$ cat config.mk
export PLATFORM = sky130hd
export DESIGN_NAME = wavelet_packet_filter_bank_unit
export DESIGN_NICKNAME = d
export VERILOG_FILES = /design/src/hdl/wpfb_pkg.sv /design/src/hdl/wavelet_packet_filter_bank_unit.sv /design/src/hdl/wpfb_ctrl.sv /design/src/hdl/wpfb_datapath.sv
export SDC_FILE = /design/constraint.sdc
export NUM_CORES = 2
export LEC_CHECK = 0
export CAP_MARGIN = 20
export CORE_UTILIZATION = 40
export DETAILED_ROUTE_END_ITERATION = 7
export DONT_BUFFER_PORTS = 1
export GPL_ROUTABILITY_DRIVEN = 0
export HOLD_SLACK_MARGIN = 0.06
export PLACE_DENSITY = 0.56
export SLEW_MARGIN = 20
export SYNTH_ARGS = -nofsm -noshare
export SYNTH_HDL_FRONTEND = slang
export SYNTH_SLANG_ARGS = --single-unit
$ cat constraint.sdc
create_clock -name clock -period 23.4 [get_ports clock]
set_clock_uncertainty 0.1 [all_clocks]
set_input_delay 4.68 -clock clock [delete_from_list [all_inputs] [get_ports clock]]
set_output_delay 4.68 -clock clock [all_outputs]
set_load 0.1 [all_outputs]
$ cat src/hdl/wpfb_pkg.sv
package wpfb_pkg;

   localparam int LEVELS     = 5;
   localparam int BAND_COUNT = (1 << LEVELS) - 1;
   localparam int BUF_DEPTH  = 1 << (LEVELS - 1);
   localparam int SAMPLE_W   = 16;
   localparam int COEF_W     = 33;
   localparam int LEVEL_W    = 3;
   localparam int NODE_W     = 5;
   localparam int LVL_W      = 3;
   localparam int N_W        = 4;
   localparam int BAND_W     = 5;

   typedef enum logic [1:0] {
      ST_IDLE,
      ST_LEVEL,
      ST_STORE,
      ST_PAIR_HI
   } ctrl_state_type;

   typedef struct packed {
      logic             load;
      logic             toggle_phase;
      logic             store;
      logic             emit_hi;
      logic             emit_lo;
      logic             swap;
      logic             last;
      logic [LVL_W-1:0] lvl;
      logic [N_W-1:0]   n;
   } cmd_type;

   typedef struct packed {
      logic phase_cur;
      logic phase_next;
      logic out_free;
   } status_type;

endpackage

$ cat src/hdl/wavelet_packet_filter_bank_unit.sv
// channel | direction | handshake            | payload
// req     | in        | req_valid/req_stall  | req_sample, req_block_start
// rsp     | out       | rsp_valid/rsp_stall  | rsp_level, rsp_node, rsp_coefficient, rsp_last
//
// one item at a time: the item is taken, then levels are entered in turn; a first-of-pair
// level stores its bands and ends the walk, a pair level emits a hi and a lo result per band
// a full item gives 62 results
// reset is synchronous and clears all band histories, phases and the output
// valid; block_start on an item clears the histories and phases before that item is used
// a stalled result holds the walk; req_stall is high while an item is walked
module wavelet_packet_filter_bank_unit (
   input  logic                                 clock,
   input  logic                                 reset,
   input  logic                                 req_valid,
   output logic                                 req_stall,
   input  logic signed [wpfb_pkg::SAMPLE_W-1:0] req_sample,
   input  logic                                 req_block_start,
   output logic                                 rsp_valid,
   input  logic                                 rsp_stall,
   output logic [wpfb_pkg::LEVEL_W-1:0]         rsp_level,
   output logic [wpfb_pkg::NODE_W-1:0]          rsp_node,
   output logic signed [wpfb_pkg::COEF_W-1:0]   rsp_coefficient,
   output logic                                 rsp_last
);

   wpfb_pkg::cmd_type    cmd;
   wpfb_pkg::status_type status;

   wpfb_ctrl u_ctrl (
      .clock     (clock),
      .reset     (reset),
      .req_valid (req_valid),
      .req_stall (req_stall),
      .status    (status),
      .cmd       (cmd)
   );

   wpfb_datapath u_datapath (
      .clock           (clock),
      .reset           (reset),
      .req_sample      (req_sample),
      .req_block_start (req_block_start),
      .cmd             (cmd),
      .status          (status),
      .rsp_valid       (rsp_valid),
      .rsp_stall       (rsp_stall),
      .rsp_level       (rsp_level),
      .rsp_node        (rsp_node),
      .rsp_coefficient (rsp_coefficient),
      .rsp_last        (rsp_last)
   );

endmodule

$ cat src/hdl/wpfb_ctrl.sv
module wpfb_ctrl (
   input  logic                clock,
   input  logic                reset,
   input  logic                req_valid,
   output logic                req_stall,
   input  wpfb_pkg::status_type status,
   output wpfb_pkg::cmd_type    cmd
);

   wpfb_pkg::ctrl_state_type       state_ff, state_in;
   logic                           lo_step_ff, lo_step_in;
   logic [wpfb_pkg::LVL_W-1:0]     lvl_ff, lvl_in;
   logic [wpfb_pkg::N_W-1:0]       n_ff, n_in;
   logic [wpfb_pkg::N_W-1:0]       n_max;
   logic                           n_done;
   logic                           top_lvl;

   always_ff @(posedge clock) begin
      if (reset) begin
         state_ff   <= wpfb_pkg::ST_IDLE;
         lo_step_ff <= 1'b0;
         lvl_ff     <= '0;
         n_ff       <= '0;
      end else begin
         state_ff   <= state_in;
         lo_step_ff <= lo_step_in;
         lvl_ff     <= lvl_in;
         n_ff       <= n_in;
      end
   end

   assign n_max   = (wpfb_pkg::N_W'(1) << lvl_ff) - wpfb_pkg::N_W'(1);
   assign n_done  = (n_ff == n_max);
   assign top_lvl = (lvl_ff == wpfb_pkg::LVL_W'(wpfb_pkg::LEVELS - 1));
   assign req_stall = (state_ff != wpfb_pkg::ST_IDLE);

   always_comb begin
      state_in   = state_ff;
      lo_step_in = lo_step_ff;
      lvl_in     = lvl_ff;
      n_in       = n_ff;
      cmd        = '0;
      cmd.lvl    = lvl_ff;
      cmd.n      = n_ff;
      unique case (state_ff)
         wpfb_pkg::ST_IDLE: begin
            if (req_valid) begin
               cmd.load = 1'b1;
               lvl_in   = '0;
               n_in     = '0;
               state_in = wpfb_pkg::ST_LEVEL;
            end
         end
         wpfb_pkg::ST_LEVEL: begin
            cmd.toggle_phase = 1'b1;
            n_in             = '0;
            lo_step_in       = 1'b0;
            state_in = status.phase_cur ? wpfb_pkg::ST_PAIR_HI : wpfb_pkg::ST_STORE;
         end
         wpfb_pkg::ST_STORE: begin
            cmd.store = 1'b1;
            if (n_done) begin
               state_in = wpfb_pkg::ST_IDLE;
            end else begin
               n_in = n_ff + wpfb_pkg::N_W'(1);
            end
         end
         wpfb_pkg::ST_PAIR_HI: begin
            if (status.out_free) begin
               if (!lo_step_ff) begin
                  cmd.emit_hi = 1'b1;
                  lo_step_in  = 1'b1;
               end else begin
                  cmd.emit_lo = 1'b1;
                  cmd.last    = n_done && (top_lvl || !status.phase_next);
                  lo_step_in  = 1'b0;
                  if (!n_done) begin
                     n_in = n_ff + wpfb_pkg::N_W'(1);
                  end else if (top_lvl) begin
                     state_in = wpfb_pkg::ST_IDLE;
                  end else begin
                     cmd.swap = 1'b1;
                     lvl_in   = lvl_ff + wpfb_pkg::LVL_W'(1);
                     state_in = wpfb_pkg::ST_LEVEL;
                  end
               end
            end
         end
         default: begin
            state_in = wpfb_pkg::ST_IDLE;
         end
      endcase
   end

endmodule

$ cat src/hdl/wpfb_datapath.sv
module wpfb_datapath (
   input  logic                                   clock,
   input  logic                                   reset,
   input  logic signed [wpfb_pkg::SAMPLE_W-1:0]   req_sample,
   input  logic                                   req_block_start,
   input  wpfb_pkg::cmd_type                      cmd,
   output wpfb_pkg::status_type                   status,
   output logic                                   rsp_valid,
   input  logic                                   rsp_stall,
   output logic [wpfb_pkg::LEVEL_W-1:0]           rsp_level,
   output logic [wpfb_pkg::NODE_W-1:0]            rsp_node,
   output logic signed [wpfb_pkg::COEF_W-1:0]     rsp_coefficient,
   output logic                                   rsp_last
);

   logic signed [wpfb_pkg::COEF_W-1:0] pair_first_ff [wpfb_pkg::BAND_COUNT];
   logic signed [wpfb_pkg::COEF_W-1:0] two_back_ff   [wpfb_pkg::BAND_COUNT];
   logic signed [wpfb_pkg::COEF_W-1:0] buf_ff [2][wpfb_pkg::BUF_DEPTH];
   logic [wpfb_pkg::LEVELS-1:0]        phase_ff;
   logic                               sel_ff;

   logic                               rsp_valid_ff;
   logic [wpfb_pkg::LEVEL_W-1:0]       level_ff;
   logic [wpfb_pkg::NODE_W-1:0]        node_ff;
   logic signed [wpfb_pkg::COEF_W-1:0] coef_ff;
   logic                               last_ff;

   logic [wpfb_pkg::BAND_W-1:0]        band;
   logic signed [wpfb_pkg::COEF_W-1:0] cur, first, back, hi, lo;
   logic [wpfb_pkg::NODE_W-1:0]        child;
   logic                               clear;
   logic                               emit;
   logic                               top_lvl;
   logic [wpfb_pkg::LVL_W-1:0]         lvl_up;

   assign band = (wpfb_pkg::BAND_W'(1) << cmd.lvl) - wpfb_pkg::BAND_W'(1)
                 + wpfb_pkg::BAND_W'(cmd.n);
   assign cur   = buf_ff[sel_ff][cmd.n];
   assign first = pair_first_ff[band];
   assign back  = two_back_ff[band];
   assign hi    = cur - back;
   assign lo    = back + (first <<< 1) + cur;
   assign child = {cmd.n, cmd.emit_lo};
   assign clear = cmd.load && req_block_start;
   assign emit  = cmd.emit_hi || cmd.emit_lo;
   assign top_lvl = (cmd.lvl == wpfb_pkg::LVL_W'(wpfb_pkg::LEVELS - 1));
   assign lvl_up  = cmd.lvl + wpfb_pkg::LVL_W'(1);

   assign status.out_free   = !rsp_valid_ff || !rsp_stall;
   assign status.phase_cur  = phase_ff[cmd.lvl];
   assign status.phase_next = top_lvl ? 1'b0 : phase_ff[lvl_up];

   // band histories and level phases
   always_ff @(posedge clock) begin
      if (reset || clear) begin
         for (int i = 0; i < wpfb_pkg::BAND_COUNT; i++) begin
            pair_first_ff[i] <= '0;
            two_back_ff[i]   <= '0;
         end
         phase_ff <= '0;
      end else begin
         if (cmd.toggle_phase) begin
            phase_ff[cmd.lvl] <= !phase_ff[cmd.lvl];
         end
         if (cmd.store) begin
            pair_first_ff[band] <= cur;
         end
         if (cmd.emit_lo) begin
            two_back_ff[band] <= first;
         end
      end
   end

   always_ff @(posedge clock) begin
      if (reset) begin
         sel_ff <= 1'b0;
      end else if (cmd.swap) begin
         sel_ff <= !sel_ff;
      end
   end

   // ping-pong band value buffers
   always_ff @(posedge clock) begin
      if (cmd.load) begin
         buf_ff[sel_ff][0] <= wpfb_pkg::COEF_W'(req_sample);
      end
      if (emit && !top_lvl) begin
         buf_ff[!sel_ff][child[wpfb_pkg::N_W-1:0]] <= cmd.emit_lo ? lo : hi;
      end
   end

   always_ff @(posedge clock) begin
      if (reset) begin
         rsp_valid_ff <= 1'b0;
      end else if (emit) begin
         rsp_valid_ff <= 1'b1;
      end else if (!rsp_stall) begin
         rsp_valid_ff <= 1'b0;
      end
   end

   always_ff @(posedge clock) begin
      if (emit) begin
         level_ff <= wpfb_pkg::LEVEL_W'(lvl_up);
         node_ff  <= child;
         coef_ff  <= cmd.emit_lo ? lo : hi;
         last_ff  <= cmd.last;
      end
   end

   assign rsp_valid       = rsp_valid_ff;
   assign rsp_level       = level_ff;
   assign rsp_node        = node_ff;
   assign rsp_coefficient = coef_ff;
   assign rsp_last        = last_ff;

endmodule

# --- Yosys cells after proc, flatten, opt, wreduce, memory -nomap -nowiden ---
# Memory sizes are Yosys's and may differ from the RTL's. A register that Yosys moved wholly into a read port is not among the register bits.
# Cells that the tools add are included.
totals:
  elab_cells: 141
  output_inout_bits: 44
  ff_bits: 59
  mem_bits_rw: 3102
  n_memories: 3
  in_bits: 21
classes:
  shifts: 2
  n_reduce_logical: 27
  n_eq_ne: 12
  n_mux: 70
  bitwise: 2
  addsub: 8
  magnitude_cmp: 6
mem_list:
  columns: ["memory", "words", "width", "rd", "rd_ports_with_merged_regs", "write_ports", "line_no", "source"]
  rows:
  - ["u_datapath.buf_ff", 2, 528, 1, 1, 1, "wpfb_datapath.sv:18", "logic signed [wpfb_pkg::COEF_W-1:0] buf_ff [2][wpfb_pkg::BUF_DEPTH];"]
  - ["u_datapath.pair_first_ff", 31, 33, 1, 0, 31, "wpfb_datapath.sv:16", "logic signed [wpfb_pkg::COEF_W-1:0] pair_first_ff [wpfb_pkg::BAND_COUNT];"]
  - ["u_datapath.two_back_ff", 31, 33, 1, 0, 31, "wpfb_datapath.sv:17", "logic signed [wpfb_pkg::COEF_W-1:0] two_back_ff [wpfb_pkg::BAND_COUNT];"]
ops:
  columns: ["operator", "n"]
  rows:
  - ["2-to-1 mux 528 bit", 3]
  - ["OR reduction 528 bit", 1]
  - ["2-to-1 mux 33 bit", 6]
  - ["binary-select mux 33 bit (select 4 bit)", 1]
  - ["demux 33 bit (select 4 bit)", 1]
  - ["adder 33 bit", 2]
  - ["OR reduction 33 bit", 2]
  - ["subtractor 33 bit", 1]
  - ["2-to-1 mux 1 bit", 32]
  - ["2-to-1 mux 4 bit", 6]
  - ["2-to-1 mux 3 bit", 6]
  - ["one-hot mux 4 bit (4 select lines)", 1]
  - ["greater-or-equal comparator 5 bit (second input constant)", 2]
  - ["2-to-1 mux 2 bit", 5]
  - ["2-to-1 mux 5 bit", 2]
  - ["inverter 4 -> 5 bit", 2]
  - ["less-than comparator 3 x 4 -> 1 bit (second input constant)", 2]
  - ["!= test 2 x 1 -> 1 bit (second input constant)", 4]
  - ["one-hot mux 2 bit (4 select lines)", 1]
  - ["binary-select mux 1 bit (select 3 bit)", 2]
  - ["zero test 1 bit", 6]
  - ["!= test 2 bit (second input constant)", 3]
  - ["one-hot mux 3 bit (2 select lines)", 1]
  - ["AND reduction 3 bit", 2]
  - ["other kinds (23)", 33]

# --- Logic depth before layout (Yosys ltp) ---
depth:
  depth_word: 18
  ltp_mapped: 33

# --- Modules after synthesis ---
# Synthesis repeated with hierarchy kept, for this count alone.
unflattened:
  cells_unflattened: 8511
  area_unflattened_um2: 137607.0
modules_own_cells:
  columns: ["module", "instances", "area_per_inst_um2", "cells_each"]
  rows:
  - ["wpfb_datapath", 1, 136887.5, 8420]
  - ["wpfb_ctrl", 1, 719.4, 91]

# --- Worst setup path before layout ---
# Ideal clock, no wire load.
synth_path:
  path_kind: "input -> register"
  start: "input port rsp_stall"
  end: "memory u_datapath.two_back_ff[31][0] in the netlist's numbering, enable pin"
  t_arrival_ps: 9989
  required_time_ps: 22836
  cell_stages: 5
  setup_slack_ps: 12847
  path_buffers: 0
  cell_sequence: "a21oi_1 nand2_1 inv_2 nand2_1 nor3_1"
synth_lines:
  columns: ["item", "line_no", "source"]
  rows:
  - ["from (decl)", "wavelet_packet_filter_bank_unit.sv:19", "input logic rsp_stall,"]
  - ["to (decl)", "wpfb_datapath.sv:17", null]

# --- Worst setup path after layout ---
layout_path:
  start: "register u_ctrl.n_ff[0] in the netlist's numbering"
  end: "memory u_datapath.buf_ff[1][223] in the netlist's numbering, data pin"
layout_via:
  elab_chain_len: 7
  word_cells_on_any_way: 12
layout_lines:
  columns: ["item", "line_no", "source"]
  rows:
  - ["from (decl)", "wpfb_ctrl.sv:13", "logic [wpfb_pkg::N_W-1:0] n_ff, n_in;"]
  - ["from (signal assigned)", "wpfb_ctrl.sv:28", "n_ff <= n_in;"]
  - ["branches (longest 5 deep; another with memory (31 x 33 bit))", null, null]
  - ["2-to-1 mux 33 bit (*)", "wpfb_datapath.sv:88", "buf_ff[!sel_ff][child[wpfb_pkg::N_W-1:0]] <= cmd.emit_lo ? lo : hi;"]
  - ["2-to-1 mux 528 bit (no source line) (*)", null, null]
  - ["to (decl)", "wpfb_datapath.sv:18", null]
# Mark *: on every way between the ends. The select of a mux whose other input is x is not followed.

==> impl_metrics.json <==
{
  "core.rowCount": 214,
  "cp.arrival_ns": 10.73,
  "grt.overflow.total": 0,
  "cts_setup_buffers": 0,
  "cpMaxStageDelayCell": "buf_4",
  "rrSetupSlack_ns": 13.21,
  "grt_pass1_wl_um": 622400,
  "synth_warnings": 0,
  "n_fill_cell": 29400,
  "fin_crit_ns": 10.19,
  "yosysSeqAreaShare_pct": 70.75,
  "drt_iter0_markers": 11416,
  "synth-seq-cells": 3228,
  "slew_viol_final": 0,
  "htree_levels": 5,
  "grtUsageTotal_pct": 25.87,
  "fin_setup_tns_ns": 0,
  "clock.fmax_mhz": 98.16,
  "multi_input_area_um2": 37370,
  "dr_wl_met2_um": 215100,
  "critPathCaptureType": "flop",
  "async_flop_share_pct": 0,
  "post_drt_wl_per_cell_um": 34.62,
  "vdd_drop_max_mv": 0.09111,
  "vias": 79633,
  "root_buffer": "clkbuf_16",
  "finalSetupViolations": 0,
  "grt_antenna_before_repair": 24,
  "start_util_pct": 40.21,
  "critPathMostFrequentCell": "buf_4",
  "ctsLongestPathBuffers": 4,
  "core-area_um2": 340100,
  "ctsResizeCount": 0,
  "port_buffers": 0,
  "critPathRequiredTime_ns": 23.95,
  "drive_gt1_share_pct": 21.63,
  "wl_met3_um": 43840,
  "cts_tree": "built",
  "ant_nets": 0,
  "clk_latency_ns": 0.97,
  "reg2reg_to": "u_datapath.buf_ff[1][223]",
  "grt_max_degree": 119,
  "yosysUniqueCellTypes": 71,
  "cts.sink_count": 3228,
  "die_height_um": 586.7,
  "netlist_area_um2": 136700,
  "dp_hpwl_um": 250400,
  "hold_start": "u_datapath.phase_ff[1]",
  "cp-start-kind": "flop",
  "wl_met1_um": 169600,
  "crit_chain": "inv_1 > ha_4 > buf_4 > buf_4 > buf_4 > mux4_2 > o22ai_1 > or4_1 > fa_1 > inv_1 > ha_1 > fa_1 > a21o_1 > a21oi_1 > o21ai_0 > and4b_1 > or2_2 > a41oi_1 > o21bai_1 > xor2_1 > mux2i_1 > nor2_1 > buf_4",
  "grt_pass1_vias": 78287,
  "synth_top_area_share_pct": 70.49,
  "cp_num_buf_inv": 6,
  "syn2layout_area_growth_pct": 12.50,
  "synth_area_per_cell_um2": 16.39,
  "cts_buffers": 344,
  "power.density_nw_per_um2": 115.2,
  "tightest_slew_ns": 1.252,
  "reg2regPathDepth": 23,
  "syn_inst": 8345,
  "die_area_um2": 344200,
  "viasPerCell": 6.085,
  "yosysTopAreaCell": "edfxtp_1",
  "hold_viol_final": 0,
  "critical_path.top_delay_family": "buffers and inverters",
  "hold_depth": 2,
  "first_pass_iters": 8,
  "path_class": "reg -> reg",
  "rsz0062_at_grt": "no",
  "r2r-start": "u_ctrl.n_ff[0]",
  "fin_nets": 8401,
  "path_clk_slew_ns": 0.06,
  "cp_max_fo": 47,
  "netlist_top_cells_area": "edfxtp_1 (70%), mux4_2 (14%), nor2_1 (6.0%), buf_2 (1.4%), nand2_1 (0.73%)",
  "syn_nets": 8477,
  "instances_no_fill": 13086,
  "hp-class": "reg -> reg",
  "synth_edf_count": 3210,
  "drt-total-wl_um": 453000,
  "critical_path.max_stage_delay_ns": 0.82,
  "highest_layer": "met5",
  "synth_ff_type": "edfxtp_1",
  "regArea_um2": 96760,
  "synth_most_common_cell": "edfxtp_1",
  "max_cap_violations": 0,
  "postCtsHoldBufs": 0,
  "fp.dieW_um": 586.7,
  "dpl.cell_count": 12454,
  "synth_common_cells": "edfxtp_1 (3210), nor2_1 (2185), mux4_2 (862)",
  "status": "complete, no violations",
  "drcViolationCount": 0,
  "num_io_pins": 65,
  "period_share_pct": 43.53,
  "leakage_nw": 53.62,
  "slew_headroom_pct": 16.54,
  "hold_path_end": "u_datapath.phase_ff[1]"
}
## worst max-delay path by stage
stage | slack (ns) | cells after the start | start | endpoint
after floorplan | 12.85 | 5 | rsp_stall | u_datapath.two_back_ff[31][0]
after global placement | 13.15 | 23 | u_ctrl.n_ff[0] | u_datapath.buf_ff[0][157]
after detailed placement | 13.13 | 23 | u_ctrl.n_ff[0] | u_datapath.buf_ff[0][91]
after CTS | 13.12 | 23 | u_ctrl.n_ff[0] | u_datapath.buf_ff[0][256]
after global routing | 12.70 | 21 | u_ctrl.n_ff[0] | u_datapath.buf_ff[0][343]
final | 13.21 | 23 | u_ctrl.n_ff[0] | u_datapath.buf_ff[1][223]
## worst register-to-register path, cell delays in order (launching register included)
cell and delay, ns:
dfxtp_4 0.81, inv_1 0.35, ha_4 0.79, buf_4 0.74
buf_4 0.71, buf_4 0.86, mux4_2 0.41, o22ai_1 0.09
or4_1 0.66, fa_1 0.53, inv_1 0.05, ha_1 0.24
fa_1 0.47, a21o_1 0.20, a21oi_1 0.33, o21ai_0 0.27
and4b_1 0.30, or2_2 0.30, a41oi_1 0.37, o21bai_1 0.15
xor2_1 0.16, mux2i_1 0.64, nor2_1 0.12, buf_4 0.25
## sequential cells by signal, indices dropped and copies added, names as in the netlist, 3 cells and up, named ones only
name,count
u_ctrl.lvl_ff,3
u_datapath.rsp_coefficient,33
u_datapath.rsp_node,5
u_datapath.phase_ff,5
u_ctrl.n_ff,4
u_datapath.pair_first_ff,1056
u_datapath.buf_ff,1056
u_datapath.rsp_level,3
u_datapath.two_back_ff,1056
## report_power, final
group	total [mW]	leakage, nW	internal [mW]	switching [mW]
combinational	5.16	15.3	1.45	3.72
sequential	7.14	32.9	6.98	0.164
clock	5.42	5.37	3.12	2.30
total	17.7	53.6	11.5	6.18
## per-layer routing
layer	global-route usage, %	vias to the layer above
met4	12.08	4
met3	4.682	965
met2	41.86	4907
met5	0	-
li1	-	31486
met1	34.06	42271
## layout by cell type (no fill, tap or decap), types with 90 or more instances in the layout
cell,netlist,final
a22oi_1,92,92
nand2_1,267,187
clkbuf_16,0,349
inv_1,166,166
buf_4,29,260
edfxtp_1,3210,3210
a21oi_1,97,90
mux4_2,862,862
nor2_1,2185,2143
o22ai_1,107,107
## final cells by class
| cell class | instances | area share (%) |
|---|---|---|
| Inverter | 171 | 0.4221 |
| Clock buffer | 415 | 5.838 |
| Tap cell | 4536 | 3.689 |
| Timing Repair Buffer | 279 | 1.519 |
| Antenna cell | 9 | 0.01464 |
| Multi-Input combinational cell | 4245 | 24.30 |
| Clock inverter | 203 | 1.321 |
| Sequential cell | 3228 | 62.90 |
## cell families (layout without fill, tap and decap cells)
logic type,after synthesis,after routing,share of synthesized area (%)
other,0,9,0
buffers and inverters,872,1068,2.889
DFF,3228,3228,70.75
xor gates and xnor gates,65,65,0.4301
and+or+nand+nor,2633,2633,7.590
adders and majority gates,111,111,1.202
AOI/OAI and AO/OA,519,519,2.519
muxes,917,917,14.62
## metrics by stage
step	setup WS, ns	total power, mW	instance area [um2]	util, %	hold WS [ns]
after global placement	13.15	12.22	142500	41.92	0.4054
after detailed placement	13.13	12.27	142700	41.96	0.4154
after floorplan	12.85	10.11	136700	-	0.3029
after CTS	13.12	17.64	153700	45.20	0.4265
after global routing	12.70	18.18	153800	45.24	0.4562
final	13.21	17.72	153800	45.24	0.4278
No activity file was read; power rests on OpenSTA's default activity.
